<file path="config.mk">
export PLATFORM = sky130hd
export DESIGN_NAME = phase_current_offset_calibration
export DESIGN_NICKNAME = d
export VERILOG_FILES = /design/src/design/pcoc_pkg.sv /design/src/design/pcoc_scale.sv /design/src/design/pcoc_calib.sv /design/src/design/phase_current_offset_calibration.sv
export VERILOG_INCLUDE_DIRS = /design/src /design/src/design
export SDC_FILE = /design/constraint.sdc
export NUM_CORES = 2
export LEC_CHECK = 0
export ABC_AREA = 0
export BUFFER_PORTS_ARGS = -buffer_cell sky130_fd_sc_hd__buf_2
export CAP_MARGIN = 30
export CORE_MARGIN = 4
export CORE_UTILIZATION = 35
export DETAILED_ROUTE_END_ITERATION = 10
export SYNTH_ARGS = -nofsm -noshare
export SYNTH_HDL_FRONTEND = slang
export SYNTH_SLANG_ARGS = --single-unit
</file>
<file path="constraint.sdc">
create_clock -name clk -period 11.15 [get_ports clk]
set_input_delay 1.115 -clock clk [delete_from_list [all_inputs] [get_ports clk]]
set_output_delay 1.115 -clock clk [all_outputs]
set_load 0.05 [all_outputs]
</file>
<file path="src/design/phase_current_offset_calibration_defines.svh">
// Assertion macros shared by the phase current offset calibration RTL.
`ifndef PHASE_CURRENT_OFFSET_CALIBRATION_DEFINES_SVH
`define PHASE_CURRENT_OFFSET_CALIBRATION_DEFINES_SVH

// The consequent must hold in the same cycle as the antecedent.
`define PCOC_ASSERT_HOLDS(label, clk, rst_n, ante, cons, msg) \
	label: assert property (@(posedge clk) disable iff (!rst_n) (ante) |-> (cons)) \
		else $error(msg);

// The consequent must hold in the cycle after the antecedent.
`define PCOC_ASSERT_NEXT(label, clk, rst_n, ante, cons, msg) \
	label: assert property (@(posedge clk) disable iff (!rst_n) (ante) |=> (cons)) \
		else $error(msg);

`endif

</file>
<file path="src/design/pcoc_pkg.sv">
// Shared widths, types and helpers for the phase current offset calibration block.
`timescale 1ns / 1ps
`default_nettype none

package pcoc_pkg;

	localparam int RAW_W      = 12;
	localparam int OFS_FRAC   = 8;
	localparam int SUM_W      = 20;
	localparam int DVD_W      = SUM_W + OFS_FRAC;
	localparam int AMPS_W     = 16;
	localparam int CUR_W      = 24;
	localparam int WIDE_W     = CUR_W + 2;
	localparam int FRAC_SHIFT = 12;

	localparam logic [AMPS_W-1:0] AMPS_RESET = 16'd1024;

	localparam logic signed [WIDE_W-1:0] WIDE_MAX = 26'sd8388607;
	localparam logic signed [WIDE_W-1:0] WIDE_MIN = -26'sd8388608;

	typedef logic signed [CUR_W-1:0] cur_t;

	// Status of the calibration unit as seen by the datapath.
	typedef struct packed {
		logic finished;
		logic forming;
	} pcoc_stat_t;

	function automatic cur_t sat_cur(input logic signed [WIDE_W-1:0] v);
		if (v > WIDE_MAX) begin
			return {1'b0, {(CUR_W-1){1'b1}}};
		end else if (v < WIDE_MIN) begin
			return {1'b1, {(CUR_W-1){1'b0}}};
		end else begin
			return v[CUR_W-1:0];
		end
	endfunction

endpackage

`default_nettype wire

</file>
<file path="src/design/pcoc_scale.sv">
// Offset removal, gain scaling, rounding and saturation for one phase sample.
`timescale 1ns / 1ps
`default_nettype none

module pcoc_scale (
	input  wire logic [pcoc_pkg::RAW_W-1:0]  raw,
	input  wire logic [pcoc_pkg::SUM_W-1:0]  offset,
	input  wire logic [pcoc_pkg::AMPS_W-1:0] amps_per_count,
	output pcoc_pkg::cur_t                   current
);
	import pcoc_pkg::*;

	localparam int DIFF_W = SUM_W + 1;
	localparam int PROD_W = DIFF_W + AMPS_W + 1;
	localparam logic signed [PROD_W-1:0] ROUND_BIAS = PROD_W'(1 << (FRAC_SHIFT - 1));

	logic signed [DIFF_W-1:0] diff;
	logic signed [AMPS_W:0]   gain;
	logic signed [PROD_W-1:0] prod;
	logic signed [PROD_W-1:0] rounded;
	logic signed [WIDE_W-1:0] scaled;

	// Sample is moved onto the offset's fixed point grid before the subtraction.
	assign diff    = $signed({1'b0, raw, {OFS_FRAC{1'b0}}}) - $signed({1'b0, offset});
	assign gain    = $signed({1'b0, amps_per_count});
	assign prod    = diff * gain;
	assign rounded = prod + ROUND_BIAS;
	assign scaled  = rounded[PROD_W-1 -: WIDE_W];
	assign current = sat_cur(scaled);

endmodule

`default_nettype wire

</file>
<file path="src/design/pcoc_calib.sv">
// Calibration accumulator and reciprocal-multiply offset forming for both phases.
`timescale 1ns / 1ps
`default_nettype none
`include "phase_current_offset_calibration_defines.svh"

module pcoc_calib #(
	parameter int CAL_SAMPLES = 64
) (
	input  wire logic                       clk,
	input  wire logic                       arst_n,
	input  wire logic                       in_fire,
	input  wire logic [pcoc_pkg::RAW_W-1:0] raw_a,
	input  wire logic                       valid_a,
	input  wire logic [pcoc_pkg::RAW_W-1:0] raw_b,
	input  wire logic                       valid_b,
	output pcoc_pkg::pcoc_stat_t            stat,
	output logic [pcoc_pkg::SUM_W-1:0]      offset_a,
	output logic [pcoc_pkg::SUM_W-1:0]      offset_b
);
	import pcoc_pkg::*;

	localparam int CNT_W    = $clog2(CAL_SAMPLES + 1);
	localparam int RECIP_SH = DVD_W + $clog2(CAL_SAMPLES);
	localparam int RECIP_W  = DVD_W + 2;
	localparam int QPROD_W  = SUM_W + RECIP_W;
	localparam int Q_LSB    = RECIP_SH - OFS_FRAC;
	localparam logic [CNT_W-1:0] CNT_FULL = CNT_W'(CAL_SAMPLES);
	// The reciprocal is rounded up with enough extra bits that the quotient is
	// exact for every dividend below two to the power of the dividend width.
	localparam logic [RECIP_W-1:0] RECIP = RECIP_W'(((64'd1 << RECIP_SH) +
		64'(CAL_SAMPLES) - 64'd1) / 64'(CAL_SAMPLES));

	logic [CNT_W-1:0]   cnt_q;
	logic               fin_q;
	logic [SUM_W-1:0]   sum_q [2];
	logic [SUM_W-1:0]   ofs_q [2];
	logic [RAW_W-1:0]   raw   [2];
	logic [QPROD_W-1:0] qprod [2];
	logic               forming;

	assign raw[0]  = raw_a;
	assign raw[1]  = raw_b;
	assign forming = !fin_q && (cnt_q == CNT_FULL);

	// The dividend is the sum with eight zero fraction bits, so the shift that
	// follows the multiplication is shortened by those eight bits.
	always_comb begin
		for (int i = 0; i < 2; i++) begin
			qprod[i] = QPROD_W'(sum_q[i]) * QPROD_W'(RECIP);
		end
	end

	always_ff @(posedge clk or negedge arst_n) begin
		if (!arst_n) begin
			cnt_q <= '0;
			fin_q <= 1'b0;
			for (int i = 0; i < 2; i++) begin
				sum_q[i] <= '0;
				ofs_q[i] <= '0;
			end
		end else if (in_fire && !fin_q) begin
			if (forming) begin
				cnt_q <= '0;
				fin_q <= 1'b1;
				for (int i = 0; i < 2; i++) begin
					ofs_q[i] <= qprod[i][Q_LSB +: SUM_W];
					sum_q[i] <= '0;
				end
			end else if (valid_a && valid_b) begin
				cnt_q <= cnt_q + CNT_W'(1);
				for (int i = 0; i < 2; i++) begin
					sum_q[i] <= sum_q[i] + SUM_W'(raw[i]);
				end
			end
		end
	end

	assign stat.finished = fin_q;
	assign stat.forming  = forming;
	assign offset_a      = ofs_q[0];
	assign offset_b      = ofs_q[1];

	`PCOC_ASSERT_NEXT(a_form_done, clk, arst_n, in_fire && forming, fin_q,
		"offset beat did not end calibration")
	`PCOC_ASSERT_HOLDS(a_cnt_range, clk, arst_n, 1'b1, cnt_q <= CNT_FULL,
		"pair count ran past its limit")
	`PCOC_ASSERT_HOLDS(a_cnt_clear, clk, arst_n, fin_q, cnt_q == '0,
		"pair count not cleared after calibration")

endmodule

`default_nettype wire

</file>
<file path="src/design/phase_current_offset_calibration.sv">
// Top level of the phase current offset calibration and scaling block.
// Each accepted input beat is registered in the s1 stage and then in the result register.
// Throughput: one beat per cycle; the input is held off only while a result waits
// for out_ready.
// Reset clears counters, sums, offsets and held currents and loads amps_per_count with 1024.
`timescale 1ns / 1ps
`default_nettype none
`include "phase_current_offset_calibration_defines.svh"

module phase_current_offset_calibration #(
	parameter int CAL_SAMPLES = 64
) (
	input  wire logic                        clk,
	input  wire logic                        arst_n,
	input  wire logic                        cfg_valid,
	output logic                             cfg_ready,
	input  wire logic [pcoc_pkg::AMPS_W-1:0] cfg_data,
	input  wire logic                        in_valid,
	output logic                             in_ready,
	input  wire logic [pcoc_pkg::RAW_W-1:0]  raw_a,
	input  wire logic                        valid_a,
	input  wire logic [pcoc_pkg::RAW_W-1:0]  raw_b,
	input  wire logic                        valid_b,
	output logic                             out_valid,
	input  wire logic                        out_ready,
	output pcoc_pkg::cur_t                   current_a,
	output pcoc_pkg::cur_t                   current_b,
	output pcoc_pkg::cur_t                   current_c,
	output logic                             measure_ok,
	output logic                             calibrated
);
	import pcoc_pkg::*;

	logic [AMPS_W-1:0]   amps_per_count_q;
	pcoc_stat_t          stat;
	logic [SUM_W-1:0]    offset_a;
	logic [SUM_W-1:0]    offset_b;
	cur_t                scaled_a;
	cur_t                scaled_b;
	logic                advance;
	logic                in_fire;

	logic                valid_s1;
	logic                run_s1;
	logic                va_s1;
	logic                vb_s1;
	logic                cal_s1;
	cur_t                cur_a_s1;
	cur_t                cur_b_s1;

	logic                out_valid_q;
	logic                measure_ok_q;
	logic                calibrated_q;
	cur_t                held_a_q;
	cur_t                held_b_q;
	cur_t                held_c_q;
	logic signed [WIDE_W-1:0] sum_ab;
	logic signed [WIDE_W-1:0] wide_a;
	logic signed [WIDE_W-1:0] wide_b;

	assign cfg_ready = 1'b1;

	always_ff @(posedge clk or negedge arst_n) begin
		if (!arst_n) begin
			amps_per_count_q <= AMPS_RESET;
		end else if (cfg_valid && cfg_ready) begin
			amps_per_count_q <= cfg_data;
		end
	end

	// The whole pipeline moves together whenever the result register is free.
	assign advance  = !out_valid_q || out_ready;
	assign in_ready = advance;
	assign in_fire  = in_valid && in_ready;

	pcoc_calib #(
		.CAL_SAMPLES(CAL_SAMPLES)
	) u_calib (
		.clk      (clk),
		.arst_n   (arst_n),
		.in_fire  (in_fire),
		.raw_a    (raw_a),
		.valid_a  (valid_a),
		.raw_b    (raw_b),
		.valid_b  (valid_b),
		.stat     (stat),
		.offset_a (offset_a),
		.offset_b (offset_b)
	);

	pcoc_scale u_scale_a (
		.raw            (raw_a),
		.offset         (offset_a),
		.amps_per_count (amps_per_count_q),
		.current        (scaled_a)
	);

	pcoc_scale u_scale_b (
		.raw            (raw_b),
		.offset         (offset_b),
		.amps_per_count (amps_per_count_q),
		.current        (scaled_b)
	);

	always_ff @(posedge clk or negedge arst_n) begin
		if (!arst_n) begin
			valid_s1 <= 1'b0;
		end else if (advance) begin
			valid_s1 <= in_fire;
		end
	end

	always_ff @(posedge clk) begin
		if (advance && in_fire) begin
			run_s1   <= stat.finished;
			va_s1    <= valid_a;
			vb_s1    <= valid_b;
			cal_s1   <= stat.finished || stat.forming;
			cur_a_s1 <= scaled_a;
			cur_b_s1 <= scaled_b;
		end
	end

	// Phase C is only refreshed when both phases were freshly measured, so it
	// is formed from the new values of this beat.
	assign wide_a = WIDE_W'(cur_a_s1);
	assign wide_b = WIDE_W'(cur_b_s1);
	assign sum_ab = wide_a + wide_b;

	always_ff @(posedge clk or negedge arst_n) begin
		if (!arst_n) begin
			out_valid_q  <= 1'b0;
			measure_ok_q <= 1'b0;
			calibrated_q <= 1'b0;
			held_a_q     <= '0;
			held_b_q     <= '0;
			held_c_q     <= '0;
		end else if (advance) begin
			out_valid_q <= valid_s1;
			if (valid_s1) begin
				measure_ok_q <= run_s1 && va_s1 && vb_s1;
				calibrated_q <= cal_s1;
				if (run_s1 && va_s1) begin
					held_a_q <= cur_a_s1;
				end
				if (run_s1 && vb_s1) begin
					held_b_q <= cur_b_s1;
				end
				if (run_s1 && va_s1 && vb_s1) begin
					held_c_q <= sat_cur(-sum_ab);
				end
			end
		end
	end

	assign out_valid  = out_valid_q;
	assign current_a  = held_a_q;
	assign current_b  = held_b_q;
	assign current_c  = held_c_q;
	assign measure_ok = measure_ok_q;
	assign calibrated = calibrated_q;

	`PCOC_ASSERT_HOLDS(a_ok_needs_cal, clk, arst_n, out_valid_q && measure_ok_q, calibrated_q,
		"measurement reported before calibration")
	`PCOC_ASSERT_NEXT(a_cal_sticky, clk, arst_n, calibrated_q, calibrated_q,
		"calibrated flag fell")
	`PCOC_ASSERT_HOLDS(a_stall_in, clk, arst_n, out_valid_q && !out_ready, !in_ready,
		"input taken while a result waited")

endmodule

`default_nettype wire

</file>
==> results.sh <==
export IMPL_status="finished, final reports clean"
export IMPL_maxCapViolations=0
export IMPL_synth_edf_count=52
export IMPL_min_path_type="flop to flop"
export IMPL_drive_gt1_share_pct=8.627
export IMPL_synthArstFlopShare_pct=76.79
export IMPL_post_cts_resized=0
export IMPL_rsz0062_at_grt="false"
export IMPL_synth_seq_cells=224
export IMPL_vias=24520
export IMPL_gp_congestion=0.8539
export IMPL_worstMarginPinSlew_ns=1.075
export IMPL_yosys_top_cells_area="fa_1 (35%), dfrtp_1 (12%), ha_1 (11%), inv_1 (9.0%), and2_1 (5.8%)"
export IMPL_drt_iter0_drc=1220
export IMPL_route_detailed_drc=0
export IMPL_fin_crit_sh_pct=86.96
export IMPL_cp_max_fo=23
export IMPL_synth_cell_type_count=79
export IMPL_synth_area_leader_cell="fa_1"
export IMPL_grt_pass1_vias=25960
export IMPL_gr_total_overflow=0
export IMPL_slowest_stage="o31ai_2"
export IMPL_grt_pass1_wl_um=141800
export IMPL_grt_usage_pct=16.60
export IMPL_synthCells=3739
export IMPL_slowest_delay_ns=0.73
export IMPL_final_common_cell="inv_1"
export IMPL_crit_type="flop to flop"
export IMPL_dieArea_um2=105700
export IMPL_crit_path_frequent_cell="fa_1"
export IMPL_via_per_inst=4.774
export IMPL_num_rows=116
export IMPL_tns_ns=0
export IMPL_clkLatencyLatePin_ns=0.60
export IMPL_post_cts_buffers=0
export IMPL_clk_pin_slew_ns=0.06
export IMPL_arrival_ns=10.03
export IMPL_fill_cells=10010
export IMPL_nNetsFinal=4780
export IMPL_synth_top_cell_area_share_pct=34.96
export IMPL_seq_area_um2=5868
export IMPL_setup_viol=0
export IMPL_finClkSkew_ns=0.02328
export IMPL_cts_inserted_buffers=29
export IMPL_grt_antenna_before_repair=1
export IMPL_utilization_pct=38.47
export IMPL_avgSynthCellArea_um2=9.418
export IMPL_die_h_um=325.2
export IMPL_clock_sinks=224
export IMPL_synth_area_um2=35210
export IMPL_seq_area_frac_synth_pct=16.66
export IMPL_max_slew_margin_pct=28.33
export IMPL_core_area_um2=100000
export IMPL_yosys_warnings=0
export IMPL_holdWs_ns=0.4699
export IMPL_cts_root_buf="clkbuf_16"
export IMPL_layout_common_cells="inv_1 (844), fa_1 (615), nand2_1 (424)"
export IMPL_grt_max_degree=82
export IMPL_syn_nets=4705
export IMPL_area_growth_pct=9.263
export IMPL_hold_violations=0
export IMPL_hpwl_um=70880
export IMPL_cts_tree="yes"
export IMPL_start_util_pct=35.21
export IMPL_postSynth_topFlopCell="dfrtp_1"
export IMPL_cts_hold_buf=0
export IMPL_fmax_ghz=0.1031
export IMPL_period_minus_slack_ns=9.696
export IMPL_wl_per_cell_um=16.87
export IMPL_drt_wl_total_um=86620
export IMPL_startpoint_type="flop"
export IMPL_io_pin_count=124
export IMPL_required_ns=11.49
export IMPL_firstDrtPassIters=5
export IMPL_cp_end_kind="flop"
export IMPL_multi_input_area_um2=25650
export IMPL_slew_viol_final=0
export IMPL_placed_cells=5080
export IMPL_io_buffers=122
export IMPL_clk_path_buf_depth=3
export IMPL_stdcell_count=5136
export IMPL_drtAntennaViolNets=0
export IMPL_die_w_um=325.2
export IMPL_h_tree_depth=1
per-stage QoR:
| stage | instance area (µm²) | worst slack [ns] |
|---|---|---|
| 2_1_floorplan | 35210 | 2.444 |
| 3_3_place_gp | 37420 | 1.053 |
| 3_5_place_dp | 37450 | 0.9498 |
| 4_1_cts | 38440 | 1.478 |
| 5_1_grt | 38470 | 0.7829 |
| 6_report | 38470 | 1.454 |
final timing paths:
kind,start,endpoint,slack [ns],cells after the start
setup / recovery,u_calib.offset_a[2]$_DFFE_PN0P_,cur_a_s1[15]$_SDFFCE_PN1P_,1.45,31
hold / removal,current_a[11]$_DFFE_PN0P_,current_a[11]$_DFFE_PN0P_,0.47,2
setup reg to reg,u_calib.offset_a[2]$_DFFE_PN0P_,cur_a_s1[15]$_SDFFCE_PN1P_,1.45,31
hold reg to reg,current_a[11]$_DFFE_PN0P_,current_a[11]$_DFFE_PN0P_,0.47,2
max in group asynchronous,arst_n,u_calib.offset_b[19]$_DFFE_PN0P_,8.99,4
min in group asynchronous,arst_n,amps_per_count_q[11]$_DFFE_PN0P_,0.50,1
synthesized netlist by cell type, drive strengths merged (4+ instances only):
cell type    n
inv        845
fa         615
nand2      424
and2       326
ha         304
dfrtp      171
o21ai      154
clkbuf     129
a21oi       96
xnor2       95
nor2        77
a21o        56
edfxtp      52
xor2        45
mux2        27
a221o       25
nand3       24
nor3        22
o21bai      19
nor2b       18
buf         16
o31ai       16
a211oi      15
or3         15
nand2b      14
a31oi       13
and3        12
a22o        10
nand4       10
or2         10
o211ai       9
o21a         7
o41ai        6
a31o         5
a311oi       4
nand4b       4
o22ai        4
cell families after synthesis:
logic type	count (synthesis)	share of synthesized area, %
buf+inv	990	10.66
mux	27	0.8634
compound gates	467	8.819
simple gates	971	13.74
xor+xnor	140	3.482
other cells	1	0.01065
fa+ha+maj	919	45.77
flops	224	16.66
layer usage:
layer  vias up  wire, µm  GRT usage [%]
met5         -         0              0
met1     12430     39220          22.22
met4         0      1468          2.752
met2       390     42400          29.22
met3        70      3531          2.206
li1      11630         -              -
registers in the layout, indices dropped and copies added, names as in the netlist:
| signal | flops |
|---|---|
| amps_per_count_q | 16 |
| cal_s1 | 1 |
| calibrated | 1 |
| cur_a_s1 | 24 |
| cur_b_s1 | 24 |
| current_a | 24 |
| current_b | 24 |
| current_c | 24 |
| measure_ok | 1 |
| out_valid | 1 |
| run_s1 | 1 |
| u_calib.cnt_q | 7 |
| u_calib.fin_q | 1 |
| u_calib.offset_a | 18 |
| u_calib.offset_b | 18 |
| u_calib.sum_q | 36 |
| va_s1 | 1 |
| valid_s1 | 1 |
| vb_s1 | 1 |
critical path: cells and delay by family (launching register included):
family / cells / cell delay (ns)
AOI/OAI and AO/OA: 15 / 3.77
adders and majority gates: 8 / 3.74
buffers and inverters: 5 / 0.56
DFF: 1 / 0.67
and+or+nand+nor: 3 / 0.70
area by class of cell:
type | instances | area share, %
Clock buffer | 42 | 2.198
Timing Repair Buffer | 189 | 3.021
Clock inverter | 12 | 0.3837
Sequential cell | 224 | 15.25
Tap cell | 1298 | 4.221
Antenna cell | 1 | 0.006504
Inverter | 845 | 8.244
Multi-Input combinational cell | 2525 | 66.67
Power is left out: the tool's default activity adds up to more than one toggle a clock period on the data nets, which glitch-free logic cannot reach.
